<file path="config.mk">
export PLATFORM = sky130hd
export DESIGN_NAME = slope_intercept_line_raster
export DESIGN_NICKNAME = d
export VERILOG_FILES = /design/src/design/slr_pkg.sv /design/src/design/slr_alu.sv /design/src/design/slr_addr.sv /design/src/design/slope_intercept_line_raster.sv
export SDC_FILE = /design/constraint.sdc
export NUM_CORES = 1
export LEC_CHECK = 0
export ABC_AREA = 1
export BUFFER_PORTS_ARGS = -buffer_cell sky130_fd_sc_hd__clkbuf_2
export CAP_MARGIN = 20
export CORE_UTILIZATION = 60
export DETAILED_ROUTE_END_ITERATION = 8
export PLACE_DENSITY = 0.82
export SLEW_MARGIN = 5
export SYNTH_ARGS = -nofsm -noshare
export SYNTH_HDL_FRONTEND = slang
export SYNTH_SLANG_ARGS = --single-unit
</file>
<file path="constraint.sdc">
create_clock -name clk -period 13.5 [get_ports clk]
set_input_delay 1.35 -clock clk [delete_from_list [all_inputs] [get_ports clk]]
set_output_delay 1.35 -clock clk [all_outputs]
set_load 0.01 [all_outputs]
</file>
<file path="src/design/slr_pkg.sv">
// ----------------------------------------------------------------------------
// slr_pkg : shared types and constants for the line rasteriser
// Field widths, register indexes, sequencer states and the control words
// passed to the shared add/subtract unit.
// ----------------------------------------------------------------------------
package slr_pkg;

	localparam int COORD_W   = 9;
	localparam int FRAC_BITS = 16;
	localparam int COL_W     = 8;
	localparam int PITCH_W   = 14;
	localparam int BPP_W     = 3;
	localparam int ADDR_W    = 22;
	localparam int CFG_IDX_W = 1;

	// slope magnitude and the y accumulator (only bits below ACC_W matter)
	localparam int QUO_W = COORD_W + FRAC_BITS;
	localparam int ACC_W = COORD_W + FRAC_BITS + 1;
	localparam int CNT_W = $clog2(QUO_W);

	localparam logic [PITCH_W-1:0] PITCH_RESET = PITCH_W'(2048);
	localparam logic [BPP_W-1:0]   BPP_RESET   = BPP_W'(4);

	localparam logic [CFG_IDX_W-1:0] REG_PITCH = CFG_IDX_W'(0);
	localparam logic [CFG_IDX_W-1:0] REG_BPP   = CFG_IDX_W'(1);

	localparam logic OP_LOAD = 1'b0;
	localparam logic OP_STEP = 1'b1;

	typedef enum logic [1:0] {
		S_IDLE,
		S_DIV,
		S_ADDR,
		S_EMIT
	} state_t;

	typedef enum logic {
		ALU_DIV,
		ALU_ACC
	} alu_mode_t;

	typedef struct packed {
		alu_mode_t          mode;
		logic [COORD_W-1:0] rem;
		logic               n_msb;
		logic [COORD_W-1:0] divisor;
		logic [ACC_W-1:0]   acc;
		logic [QUO_W-1:0]   mag;
		logic               dec;
	} alu_req_t;

	typedef struct packed {
		logic [ACC_W-1:0] sum;
		logic             neg;
	} alu_rsp_t;

endpackage

</file>
<file path="src/design/slr_alu.sv">
// ----------------------------------------------------------------------------
// slr_alu : shared add/subtract unit
// One adder serves the restoring divide step and the y accumulator update.
// ----------------------------------------------------------------------------
module slr_alu (
	input  slr_pkg::alu_req_t req,
	output slr_pkg::alu_rsp_t rsp
);

	logic [slr_pkg::ACC_W-1:0] a;
	logic [slr_pkg::ACC_W-1:0] b;
	logic                      sub;
	logic [slr_pkg::ACC_W-1:0] sum;

	always_comb begin
		unique case (req.mode)
			slr_pkg::ALU_DIV: begin
				// partial remainder with next dividend bit, minus divisor
				a   = slr_pkg::ACC_W'({req.rem, req.n_msb});
				b   = slr_pkg::ACC_W'(req.divisor);
				sub = 1'b1;
			end
			slr_pkg::ALU_ACC: begin
				a   = req.acc;
				b   = slr_pkg::ACC_W'(req.mag);
				sub = req.dec;
			end
			default: begin
				a   = '0;
				b   = '0;
				sub = 1'b0;
			end
		endcase
	end

	assign sum     = a + (sub ? ~b : b) + slr_pkg::ACC_W'(sub);
	assign rsp.sum = sum;
	assign rsp.neg = sum[slr_pkg::ACC_W-1];

endmodule

</file>
<file path="src/design/slr_addr.sv">
// ----------------------------------------------------------------------------
// slr_addr : framebuffer byte address
// pitch * y + bytes_per_pixel * x, registered, wrapped to the address width.
// ----------------------------------------------------------------------------
module slr_addr (
	input  logic                         clk,
	input  logic [slr_pkg::PITCH_W-1:0]  pitch,
	input  logic [slr_pkg::BPP_W-1:0]    bpp,
	input  logic [slr_pkg::COORD_W-1:0]  x,
	input  logic [slr_pkg::COORD_W-1:0]  y,
	output logic [slr_pkg::ADDR_W-1:0]   addr_s1
);

	localparam int PY_W = slr_pkg::PITCH_W + slr_pkg::COORD_W;
	localparam int BX_W = slr_pkg::BPP_W + slr_pkg::COORD_W;

	logic [PY_W-1:0] py;
	logic [BX_W-1:0] bx;
	logic [PY_W-1:0] total;

	assign py    = PY_W'(pitch) * PY_W'(y);
	assign bx    = BX_W'(bpp) * BX_W'(x);
	assign total = py + PY_W'(bx);

	always_ff @(posedge clk) begin
		addr_s1 <= total[slr_pkg::ADDR_W-1:0];
	end

endmodule

</file>
<file path="src/design/slope_intercept_line_raster.sv">
// ----------------------------------------------------------------------------
// slope_intercept_line_raster : slope-intercept line rasteriser
// Loads a line and divides once for a fixed-point slope unless it is vertical;
// a load or step emits a pixel word: rounded y, colour, framebuffer byte address.
// ----------------------------------------------------------------------------
//
//  channel  | dir | handshake         | payload
//  ---------+-----+-------------------+-------------------------------------
//  s_*      | in  | s_tvalid/s_tready | tuser opcode, tdata endpoints+colour
//  m_*      | out | m_tvalid/m_tready | tdata pixel, tlast last_pixel
//  cfg_*    | in  | cfg_wen           | cfg_index, cfg_wdata
//
// Load: accept, then the 25-step shift-subtract division on the shared adder,
//   then the address register, and the output register once it has room.
// Vertical loads and steps skip the divider; steps with no active line are dropped.
// An input word is taken whenever the sequencer is idle, even while the
//   previous pixel word still sits in the output register.
// arst_n clears the sequencer, the line-active flag, the output valid and
//   sets the registers to pitch 2048, 4 bytes per pixel.
// ----------------------------------------------------------------------------
module slope_intercept_line_raster (
	input  logic                            clk,
	input  logic                            arst_n,

	input  logic                            s_tvalid,
	output logic                            s_tready,
	input  logic [63:0]                     s_tdata,  // x_start, y_start, x_end, y_end,
	                                                  // red_in, green_in, blue_in, pad
	input  logic                            s_tuser,  // opcode

	output logic                            m_tvalid,
	input  logic                            m_tready,
	output logic [63:0]                     m_tdata,  // pixel_x, pixel_y, byte_address,
	                                                  // red_out, green_out, blue_out
	output logic                            m_tlast,  // last_pixel

	input  logic                            cfg_wen,
	input  logic [slr_pkg::CFG_IDX_W-1:0]   cfg_index,
	input  logic [slr_pkg::PITCH_W-1:0]     cfg_wdata
);

	localparam int CW = slr_pkg::COORD_W;
	localparam int FB = slr_pkg::FRAC_BITS;

	slr_pkg::state_t state_q, state_d;

	// configuration
	logic [slr_pkg::PITCH_W-1:0] pitch_q;
	logic [slr_pkg::BPP_W-1:0]   bpp_q;

	// line state
	logic [CW-1:0]              cur_x_q;
	logic [CW-1:0]              org_y_q;
	logic [CW-1:0]              tgt_x_q;
	logic [CW-1:0]              adx_q;
	logic [CW-1:0]              rem_q;
	logic [slr_pkg::QUO_W-1:0]  quo_q;    // dividend in, slope magnitude out
	logic [slr_pkg::CNT_W-1:0]  cnt_q;
	logic [slr_pkg::ACC_W-1:0]  acc_q;    // slope*(x - x_start) + one half
	logic                       dx_neg_q;
	logic                       dy_neg_q;
	logic                       active_q;
	logic                       last_q;
	logic [slr_pkg::COL_W-1:0]  red_q, green_q, blue_q;

	// output register
	logic                       m_tvalid_q;
	logic                       m_tlast_q;
	logic [63:0]                m_tdata_q;

	// handshake and decode
	logic accept, do_load, do_step, div_done, out_free, emit;

	// load word fields
	logic [CW-1:0] xs, ys, xe, ye;
	logic [CW-1:0] adx, ady;
	logic          dx_neg, dy_neg, dx_zero;

	// step
	logic [CW-1:0] next_x;
	logic [CW-1:0] pix_y;

	slr_pkg::alu_req_t alu_req;
	slr_pkg::alu_rsp_t alu_rsp;
	logic [slr_pkg::ADDR_W-1:0] addr_s1;

	assign accept   = s_tvalid & s_tready;
	assign do_load  = accept & (s_tuser == slr_pkg::OP_LOAD);
	assign do_step  = accept & (s_tuser == slr_pkg::OP_STEP) & active_q;
	assign div_done = (cnt_q == '0);
	assign out_free = ~m_tvalid_q | m_tready;

	assign xs = s_tdata[CW-1:0];
	assign ys = s_tdata[2*CW-1:CW];
	assign xe = s_tdata[3*CW-1:2*CW];
	assign ye = s_tdata[4*CW-1:3*CW];

	assign dx_neg  = xe < xs;
	assign dy_neg  = ye < ys;
	assign dx_zero = xe == xs;
	assign adx     = dx_neg ? xs - xe : xe - xs;
	assign ady     = dy_neg ? ys - ye : ye - ys;

	// x only moves toward the target, so it never wraps
	assign next_x = dx_neg_q ? cur_x_q - CW'(1) : cur_x_q + CW'(1);

	// floor of the accumulator's integer part, modulo the coordinate width
	assign pix_y = org_y_q + acc_q[FB +: CW];

	// shared adder: divide step while dividing, accumulator step otherwise
	always_comb begin
		alu_req.mode    = (state_q == slr_pkg::S_DIV) ? slr_pkg::ALU_DIV : slr_pkg::ALU_ACC;
		alu_req.rem     = rem_q;
		alu_req.n_msb   = quo_q[slr_pkg::QUO_W-1];
		alu_req.divisor = adx_q;
		alu_req.acc     = acc_q;
		alu_req.mag     = quo_q;
		alu_req.dec     = dy_neg_q;
	end

	slr_alu u_alu (
		.req (alu_req),
		.rsp (alu_rsp)
	);

	slr_addr u_addr (
		.clk     (clk),
		.pitch   (pitch_q),
		.bpp     (bpp_q),
		.x       (cur_x_q),
		.y       (pix_y),
		.addr_s1 (addr_s1)
	);

	// next state
	always_comb begin
		state_d = state_q;
		unique case (state_q)
			slr_pkg::S_IDLE: begin
				if (do_load) begin
					state_d = dx_zero ? slr_pkg::S_ADDR : slr_pkg::S_DIV;
				end else if (do_step) begin
					state_d = slr_pkg::S_ADDR;
				end
			end
			slr_pkg::S_DIV: begin
				if (div_done) begin
					state_d = slr_pkg::S_ADDR;
				end
			end
			slr_pkg::S_ADDR: begin
				state_d = slr_pkg::S_EMIT;
			end
			slr_pkg::S_EMIT: begin
				if (out_free) begin
					state_d = slr_pkg::S_IDLE;
				end
			end
			default: begin
				state_d = slr_pkg::S_IDLE;
			end
		endcase
	end

	// sequencer outputs
	always_comb begin
		s_tready = 1'b0;
		emit     = 1'b0;
		unique case (state_q)
			slr_pkg::S_IDLE: s_tready = 1'b1;
			slr_pkg::S_EMIT: emit     = out_free;
			default: begin
				s_tready = 1'b0;
				emit     = 1'b0;
			end
		endcase
	end

	always_ff @(posedge clk or negedge arst_n) begin
		if (!arst_n) begin
			state_q <= slr_pkg::S_IDLE;
		end else begin
			state_q <= state_d;
		end
	end

	// configuration registers
	always_ff @(posedge clk or negedge arst_n) begin
		if (!arst_n) begin
			pitch_q <= slr_pkg::PITCH_RESET;
			bpp_q   <= slr_pkg::BPP_RESET;
		end else if (cfg_wen) begin
			unique case (cfg_index)
				slr_pkg::REG_PITCH: pitch_q <= cfg_wdata;
				slr_pkg::REG_BPP:   bpp_q   <= cfg_wdata[slr_pkg::BPP_W-1:0];
				default: begin
					pitch_q <= pitch_q;
				end
			endcase
		end
	end

	// line-active flag
	always_ff @(posedge clk or negedge arst_n) begin
		if (!arst_n) begin
			active_q <= 1'b0;
		end else if (do_load) begin
			active_q <= ~dx_zero;
		end else if (do_step) begin
			active_q <= next_x != tgt_x_q;
		end
	end

	// line payload, divider and accumulator
	always_ff @(posedge clk) begin
		if (do_load) begin
			cur_x_q  <= xs;
			org_y_q  <= ys;
			tgt_x_q  <= xe;
			adx_q    <= adx;
			dx_neg_q <= dx_neg;
			dy_neg_q <= dy_neg;
			rem_q    <= '0;
			quo_q    <= {ady, FB'(0)};
			cnt_q    <= slr_pkg::CNT_W'(slr_pkg::QUO_W - 1);
			acc_q    <= slr_pkg::ACC_W'(1) << (FB - 1);
			last_q   <= dx_zero;
			red_q    <= s_tdata[4*CW +: slr_pkg::COL_W];
			green_q  <= s_tdata[4*CW + slr_pkg::COL_W +: slr_pkg::COL_W];
			blue_q   <= s_tdata[4*CW + 2*slr_pkg::COL_W +: slr_pkg::COL_W];
		end else if (do_step) begin
			cur_x_q <= next_x;
			acc_q   <= alu_rsp.sum;
			last_q  <= next_x == tgt_x_q;
		end else if (state_q == slr_pkg::S_DIV) begin
			// restoring step: keep the difference when it did not borrow
			rem_q <= alu_rsp.neg ? {rem_q[CW-2:0], quo_q[slr_pkg::QUO_W-1]}
			                     : alu_rsp.sum[CW-1:0];
			quo_q <= {quo_q[slr_pkg::QUO_W-2:0], ~alu_rsp.neg};
			cnt_q <= cnt_q - slr_pkg::CNT_W'(1);
		end
	end

	// output register
	always_ff @(posedge clk or negedge arst_n) begin
		if (!arst_n) begin
			m_tvalid_q <= 1'b0;
		end else if (emit) begin
			m_tvalid_q <= 1'b1;
		end else if (m_tready) begin
			m_tvalid_q <= 1'b0;
		end
	end

	always_ff @(posedge clk) begin
		if (emit) begin
			m_tdata_q <= {blue_q, green_q, red_q, addr_s1, pix_y, cur_x_q};
			m_tlast_q <= last_q;
		end
	end

	assign m_tvalid = m_tvalid_q;
	assign m_tdata  = m_tdata_q;
	assign m_tlast  = m_tlast_q;

`ifndef ASSERT_OFF
	// partial remainder always stays below the divisor
	a_rem_bound: assert property (@(posedge clk) disable iff (!arst_n)
		(state_q == slr_pkg::S_DIV) |-> (rem_q < adx_q))
		else $error("divider remainder out of range");

	// a vertical line must never reach the divider
	a_div_nonzero: assert property (@(posedge clk) disable iff (!arst_n)
		(state_q == slr_pkg::S_DIV) |-> (adx_q != '0))
		else $error("divide by zero");

	// an active line has not yet reached its end point
	a_active_open: assert property (@(posedge clk) disable iff (!arst_n)
		(state_q == slr_pkg::S_IDLE && active_q) |-> (cur_x_q != tgt_x_q))
		else $error("active line already at target");

	// every emit leaves the sequencer idle with a pixel word presented
	a_emit_once: assert property (@(posedge clk) disable iff (!arst_n)
		emit |=> (state_q == slr_pkg::S_IDLE && m_tvalid_q))
		else $error("pixel word not presented after emit");
`endif

endmodule

</file>
## Word-level counts from Yosys, hierarchy flattened

Index checks and enable logic that the tools add are counted.

| word-level totals | value |
|---|---|
| input port bits | 85 |
| word-level logic and storage cells | 98 |
| register bits | 236 |

| operators by class | value |
|---|---|
| magnitude comparators | 2 |
| reductions and logical operators | 10 |
| multiplexer cells | 28 |
| multipliers | 2 |
| bitwise logic cells | 12 |
| add/subtract/negate cells | 11 |
| equal/unequal tests | 10 |

Operator list:

| operator | number |
|---|---|
| case mux 26 bit (2 select lines) | 2 |
| 2-to-1 mux 25 bit | 3 |
| 2-to-1 mux 9 bit | 6 |
| subtractor 9 bit | 4 |
| adder 26 x 1 -> 26 bit | 1 |
| adder 26 bit | 1 |
| 2-to-1 mux 26 bit | 1 |
| inverter 26 bit | 1 |
| adder 22 x 12 -> 22 bit | 1 |
| multiplier 14 x 9 -> 22 bit | 1 |
| == test 9 bit | 2 |
| < comparator 9 bit | 2 |
| multiplier 3 x 9 -> 12 bit | 1 |
| 2-to-1 mux 2 bit | 5 |
| adder 9 x 1 -> 9 bit, second input constant | 1 |
| adder 9 bit | 1 |
| 2-to-1 mux 1 bit | 9 |
| != test 9 bit | 1 |
| subtractor 9 x 1 -> 9 bit, second input constant | 1 |
| case mux 2 bit (4 select lines) | 1 |
| AND reduction 2 bit | 4 |
| != test 2 bit, second input constant | 3 |
| inverter 1 bit | 6 |
| nonzero test 2 bit | 3 |
| 10 further kinds | 14 |

## Logic depth before layout (Yosys ltp)

Gate-level depths: netlist of the first run.

| depth | value |
|---|---|
| depth after elaboration | 11 |
| mapped depth | 31 |
| gate-level depth less buffers | 30 |

## Hierarchy

From an unflattened synthesis of the first run, not the netlist that was laid out.

| unflattened totals | value |
|---|---|
| cells, all modules | 2236 |
| area, all modules | 18086.1 sq um |

Modules (own cells, without submodules):

| module | cells an instance | seq. area each (sq um) | times used | area each (sq um) |
|---|---|---|---|---|
| slope_intercept_line_raster | 969 | 5763.0 | 1 | 9873.2 |
| slr_addr | 795 | 440.4 | 1 | 5788.1 |
| slr_alu | 472 | 0.0 | 1 | 2424.8 |

## Least setup slack after synthesis of the first run

Ideal clock, no wire load.

| timing | value |
|---|---|
| path kind | register -> register |
| start | register org_y_q[0] |
| end | register u_addr.addr_s1[13] (netlist name) |
| arrival time | 5.605 ns |
| period minus slack after synthesis | 5.724 ns |
| path buffers | 1 |
| cell stages (with the launch flop) | 28 |
| path slack | 7.776 ns |
| cell sequence | edfxtp_1 ha_1 fa_1 nand2_1 nand2_1 o21a_1 or2_2 nand2_1 inv_1 clkbuf_1 nand2_1 fa_1 fa_1 inv_1 fa_1 fa_1 inv_1 fa_1 inv_1 ha_1 a21oi_1 nor2_1 nor2_1 nand2_1 a31o_2 nand2_1 nand2_1 xor2_1 |

| between the ends | value |
|---|---|
| cells in the longest elaborated chain, start to end | 3 |

Ends and longest elaborated chain:

| element | line | source |
|---|---|---|
| start: declaration | slope_intercept_line_raster.sv:53 | `logic [CW-1:0] org_y_q;` |
| start signal: assignment | slope_intercept_line_raster.sv:218 | `org_y_q <= ys;` |
| adder 9 bit | slope_intercept_line_raster.sv:108 | `assign pix_y = org_y_q + acc_q[FB +: CW];` |
| named net pix_y[4] | slope_intercept_line_raster.sv:81 | `logic [CW-1:0] pix_y;` |
| multiplier 14 x 9 -> 22 bit | slr_addr.sv:21 | `assign py = PY_W'(pitch) * PY_W'(y);` |
| adder 22 x 12 -> 22 bit | slr_addr.sv:23 | `assign total = py + PY_W'(bx);` |
| named net u_addr.total[13] | slr_addr.sv:19 | `logic [PY_W-1:0] total;` |
| end signal: assignment | slr_addr.sv:26 | `addr_s1 <= total[slr_pkg::ADDR_W-1:0];` |
| end: declaration | slr_addr.sv:11 | `output logic [slr_pkg::ADDR_W-1:0] addr_s1` |

The timed path passes the listed nets, and every way through them passes these cells.
A chain may end at the register's enable or synchronous reset.

## Final worst setup path of the first run

| timing | value |
|---|---|
| start | register org_y_q[0] |
| end | register u_addr.addr_s1[21] (netlist name) |

Same word-level chain as after synthesis.

==> metrics.md, run 1 <==
| Metric | Value |
|---|---|
| IO Pins | 152 |
| Final period util | 48.3% |
| Post-synthesis cell type count | 56 |
| Clock Path Buffers | 3 |
| Outcome | complete, no violations |
| Critical Path Start Type | flop |
| Drt wl/cell | about 16 um |
| CP dominant cell by count | nand2_1 |
| Critical Path AT | 6.93 ns |
| Largest net degree at the start of global routing | 66 |
| Placed Area | between 0.015 and 0.02 sq mm |
| Setup bufs post-CTS | 0 |
| Tightest Pin Transition | between 1 and 1.5 ns |
| DRC violations left | 0 |
| Relative slew slack | 30.7% |
| Post-synth EDFFs | 137 |
| # diodes | 0 |
| Fillers | around 2.2k |
| Clk pin slew, worst setup/hold paths | 0.06 ns |
| Syn nets | between 2k and 2.5k |
| Seq cells post-synth | ~240 |
| Crit path buf inv count | 4 |
| CP endpoint kind | flop |
| # H-tree levels | 1 |
| Reg2reg start | org_y_q[0]$_DFFE_PP_ |
| Launch point of the worst path | org_y_q[0]$_DFFE_PP_ |
| Initial core utilization | between 60 and 70% |
| CP delay by family, top | adder cells |
| Crit Path Category | flop to flop |
| Antenna violations before repair | 0 |
| DIE AREA | approximately 0.03 sq mm |
| Final core utilization | between 60% and 70% |
| Gr ovfl total | 0 |
| Total Wirelength | 41400 um |
| CP required | 13.92 ns |
| Root buf cell | clkbuf_16 |
| Ys async rst share | 8.90% |
| Via count | 14.2k |
| MaxCap Viol Count | 0 |
| Final Hold Viols | 0 |
| DIE WIDTH | 172 um |
| Hold crit path type | flop to flop |
| Nets@finish | 2538 |
| First-pass GRT wire length | 67500 um |
| Vias in the first global route | 14.0k |
| Setup TNS | 0 ns |
| CTS tree | yes |
| Yosys warning total | 0 |
| Crit path largest cell delay | 0.54 ns |
| Total iterations of the first detailed-routing run | 8 |
| Die Y | roughly 170 um |
| DR vias/cell | 5.45 |
| Clk_skew | 0.0170 ns |
| DRT antenna net count | 0 |
| DP Wirelength | ~32000 um |
| Cts hold-fix bufs | 0 |
| Core ar. | 0.0282 sq mm |
| Gp weighted congestion | 0.912 |
| Fmax | 0.154 GHz |
| Post-route cell area | 0.0193 sq mm |
| Slew Limit Fails | 0 |
| Cts repair resizes | 0 |
| Cells after Synth | just over 2k |
| Period minus WS final | 6.51 ns |
| Area grow syn2layout | 10.8% |
| Metal2 WL | 19900 um |
| Met3 WL | around 2900 um |
| Area of the mapped netlist | 0.0174 sq mm |
| Post-synthesis sequential area ratio | 35.6% |
| Total CTS buffers | 26 |
| Layout cells sized above 1 | 10.5% |
| Wire length on met1 | ~17000 um |
| Top_reg_cell synth | edfxtp_1 |
| Iter 0 DRT Violations | about 1.2k |
| Top sig layer | met4 |
| Finish-stage setup viols | 0 |
| Critical path fanouts, max | 9 |
| Hold path start | u_addr.addr_s1[20]$_DFF_P_ |
| Mean post-synth cell area | 8.38 sq um |
| Clk_lat worst skew | 0.55 ns |
| Number of cell rows | 61 |
| Overall routing resource usage | 29.0% |
| Port Buffers | ~150 |
| CP max stage cell | fa_1 |
| RSZ-0062 raised after global routing | false |
| TritonCTS Sinks | 236 |
-- registers in the layout (all words and copies together) (netlist names) --
register,count
cnt_q,5
m_tlast,1
quo_q,25
dy_neg_q,1
org_y_q,9
last_q,1
pitch_q,14
green_q,8
m_tvalid,1
u_addr.addr_s1,22
rem_q,9
blue_q,8
bpp_q,3
state_q,2
tgt_x_q,9
m_tdata,64
cur_x_q,9
acc_q,26
active_q,1
dx_neg_q,1
adx_q,9
red_q,8
-- synthesized netlist by cell type (4+ instances only) --
cell,count,area [sq um]
o21ai_1,17,85.1
ha_1,136,1700
xor2_1,45,394
nand3b_1,4,30.0
edfxtp_1,137,4110
nor2_2,4,25.0
o21ai_0,129,646
nor3_1,12,60.1
nor2_1,134,503
o21bai_1,7,52.6
a21o_1,8,60.1
a31oi_1,4,25.0
o211ai_1,5,37.5
nand4_1,14,87.6
inv_2,4,15.0
nand2_4,6,67.6
dfrtp_1,19,475
buf_1,6,22.5
nand2_1,495,1860
o221ai_1,7,61.3
nand2_2,4,25.0
buf_2,7,35.0
o21a_1,8,60.1
o22ai_1,6,37.5
a21oi_1,106,531
clkbuf_1,39,146
fa_1,116,2320
xnor2_1,19,166
nand3_1,67,335
inv_1,393,1480
dfxtp_1,78,1560
-- per-layer routing --
metal | up-vias | track usage (%)
met1 | 6642 | 36.3
met4 | 0 | 11.1
met3 | 117 | 3.96
met5 | - | 0
li1 | 6813 | -
met2 | 579 | 50.6
-- path summary, 6_finish.rpt --
kind	endpoint	slack, ns	cells after the start
max reg2reg	u_addr.addr_s1[21]$_DFF_P_	6.99	27
min reg2reg	m_tdata[38]$_DFFE_PP_	0.40	0
min in group asynchronous	active_q$_DFFE_PN0P_	0.85	1
min	m_tdata[38]$_DFFE_PP_	0.40	0
max	u_addr.addr_s1[21]$_DFF_P_	6.99	27
max in group asynchronous	pitch_q[12]$_DFFE_PN0P_	12.17	1
-- per-stage QoR --
step                      instances  setup slack [ns]  hold WS, ns
after CTS                      2597              7.11        0.400
after detailed placement       2550              7.17        0.389
final                          2598              6.99        0.401
after floorplan                2077              7.78        0.386
after global routing           2598              6.71        0.405
after global placement         2550              7.22        0.386
-- area by class of cell --
cell class / instances / area [sq um] / area share, %
clock buffers: 33 / 708 / 3.67
clock inverters: 14 / 133 / 0.688
inverters: 400 / 1510 / 7.83
multi-input cells: 1383 / 9470 / 49.1
flip-flops and latches: 236 / 6200 / 32.2
well taps: 378 / 473 / 2.45
repair buffers: 154 / 788 / 4.09
-- layout by cell type, fill, tap and decap left out, types with 5 or more instances in the layout --
master,n
nand2_1,495
a21oi_1,105
inv_1,393
o21a_1,8
xor2_1,45
a21o_1,8
o211ai_1,5
nand4_1,14
dfxtp_1,78
o21ai_1,17
fa_1,116
o21bai_1,7
nand3_1,67
xnor2_1,19
o221ai_1,7
clkbuf_1,5
ha_1,135
edfxtp_1,137
o21ai_0,129
nand2_4,6
o22ai_1,6
clkbuf_2,147
clkbuf_16,27
nor3_1,12
buf_4,7
nor2_1,133
clkinv_2,5
dfrtp_1,19
-- cell families after synthesis --
logic type	after synthesis	share of synthesized area, %
simple gates	751	17.6
flops	236	35.6
buf+inv	458	10.1
compound gates	315	10.2
fa+ha+maj	252	23.1
xor+xnor	65	3.31
Power of run 1 is left out: the tool's default activity adds up to more than one toggle a clock period on the data nets, which glitch-free logic cannot reach.
==> run 2: changes to the inputs <==
- CORE_UTILIZATION: 60 -> 55
- PLACE_DENSITY: 0.82 -> 0.79
- clock period: 13.5 -> 5.8 ns (I/O delays scaled with it)
==> metrics.md, run 2 (synthesis gave the netlist of run 1 again) <==
| Metric | Value |
|---|---|
| DRT antenna net count | 0 |
| IO Pins | 152 |
| Flip-flop count of the largest register after layout | 64 |
| Die Y | ~180 um |
| CP required | slightly above 6 ns |
| Area grow syn2layout | 15.3% |
| CP endpoint kind | flop |
| Hold_ws | 0.0449 ns |
| Most frequent cells in the layout | 483 x nand2_1, 388 x inv_1, 147 x clkbuf_2 |
| Commonest non-fill, non-tap cell in the layout | nand2_1 |
| Drt wl/cell | 15.8 um |
| Launch point of the worst path | org_y_q[2]$_DFFE_PP_ |
| Layout cells sized above 1 | 15.0% |
| Clk_skew | 0.0255 ns |
| Worst Reg-to-Reg Cells | 26 |
| Relative slew slack | 36.6% |
| Antenna violations before repair | 0 |
| Number of cell rows | 64 |
| Gp weighted congestion | 0.939 |
| # diodes | 0 |
| First-pass GRT wire length | 67400 um |
| # H-tree levels | 1 |
| Fmax | approximately 0.18 GHz |
| Root buf cell | clkbuf_16 |
| Outcome | finished, violations left |
| CTS tree | yes |
| Critical Path Start Type | flop |
| DR vias/cell | 5.34 |
| Final Hold Viols | 0 |
| TritonCTS Sinks | between 200 and 250 |
| Period minus WS final | roughly 5.7 ns |
| Total iterations of the first detailed-routing run | 9 |
| Largest net degree at the start of global routing | 66 |
| Gr ovfl total | 0 |
| Clock Path Buffers | 3 |
| DRC violations left | 19 |
| Finish-stage setup viols | 0 |
| Cts hold-fix bufs | 0 |
| Final period util | between 90% and 100% |
| Iter 0 DRT Violations | 931 |
| Clk pin slew, worst setup/hold paths | about 0.070 ns |
| Post-Place Cells | roughly 2.6k |
| Via count | 14.2k |
| Fillers | around 2.5k |
| Overall routing resource usage | 25.8% |
| RR Endpoint | u_addr.addr_s1[13]$_DFF_P_ |
| Clk_lat worst skew | roughly 0.56 ns |
| Reg2reg start | org_y_q[2]$_DFFE_PP_ |
| Vias in the first global route | 13.9k |
| MaxCap Viol Count | 0 |
| Hold crit path type | primary input to asynchronous set/reset pin |
| Crit Path Category | flop to flop |
| Slew Limit Fails | 0 |
| DP Wirelength | between 30000 and 40000 um |
| DIE WIDTH | 180 um |
| RSZ-0062 raised after global routing | true |
| R2R setup slack | ~0.096 ns |
| Critical Path AT | slightly above 6 ns |
| Port Buffers | ~150 |
| Core ar. | 0.0308 sq mm |
| Violated checks | design-rule violations |
| Tightest Pin Transition | 0.943 ns |
| Total Wirelength | 42200 um |
| Final non-filler cell total | 2662 |
| CP endpoint | u_addr.addr_s1[13]$_DFF_P_ |
| Total CTS buffers | 27 |
| Nets@finish | 2582 |
| Critical path fanouts, max | 8 |
| Final core utilization | 65.1% |
| DIE AREA | about 0.032 sq mm |
| Initial core utilization | a little under three fifths |
## run 2: how the worst min path moves through the flow
stage,start,endpoint,slack [ns],depth (start not counted)
detailed placement,u_addr.addr_s1[7]$_DFF_P_,m_tdata[25]$_DFFE_PP_,0.39,0
floorplan,arst_n,active_q$_DFFE_PN0P_,0.28,0
CTS,arst_n,pitch_q[9]$_DFFE_PN0P_,0.04,1
global route,arst_n,pitch_q[13]$_DFFE_PN0P_,0.05,1
finish,arst_n,pitch_q[13]$_DFFE_PN0P_,0.04,1
global placement,u_addr.addr_s1[6]$_DFF_P_,m_tdata[24]$_DFFE_PP_,0.39,0
## run 2: cell type report
type	count	area, sq um	area share (%)
Timing Repair Buffer	197	1110	5.56
Tap cell	396	495	2.47
Clock buffer	32	716	3.57
Inverter	400	1520	7.56
Sequential cell	236	6200	30.9
Clock inverter	18	231	1.15
Multi-Input combinational cell	1383	9790	48.8
## run 2: what timing repair did
item	in CTS	in global routing
pin swaps	2	26
hold endpoints to repair	0	0
resized for setup	13	62
buffers inserted	1	8
setup endpoints to repair	11	13
## run 2: stage by stage
stage,TNS [ns],instance area (sq um),setup slack [ns]
2_1_floorplan,0,17400,0.0757
3_3_place_gp,-0.0335,18700,-0.0335
3_5_place_dp,-0.340,18700,-0.0877
4_1_cts,0,19700,0.00788
5_1_grt,-0.435,20100,-0.107
6_report,0,20100,0.0961
## run 2: routing by layer
metal	share of wire [%]	GRT usage (%)	vias up
li1	-	-	6921
met1	43	33.4	6675
met2	46	43.4	521
met3	8.2	5.00	87
met4	3.2	8.76	0
met5	0	0	-
## run 2: critical path, stage by stage (launching register included)
cell      delay (ns)
edfxtp_1        0.41
ha_4            0.31
nand3_1         0.08
and2_4          0.17
or2_1           0.22
nand2_1         0.08
a21oi_2         0.05
or2_0           0.21
nand2_2         0.11
clkinv_4        0.11
nand2_4         0.07
fa_1            0.44
fa_1            0.52
inv_1           0.05
fa_1            0.49
fa_1            0.49
inv_1           0.05
fa_1            0.52
inv_2           0.05
ha_4            0.23
a21o_1          0.21
nor2_2          0.12
nand2_1         0.09
a31o_2          0.23
nand2_1         0.06
nand2_1         0.06
xor2_1          0.14
Power of run 2 is left out for the same reason.
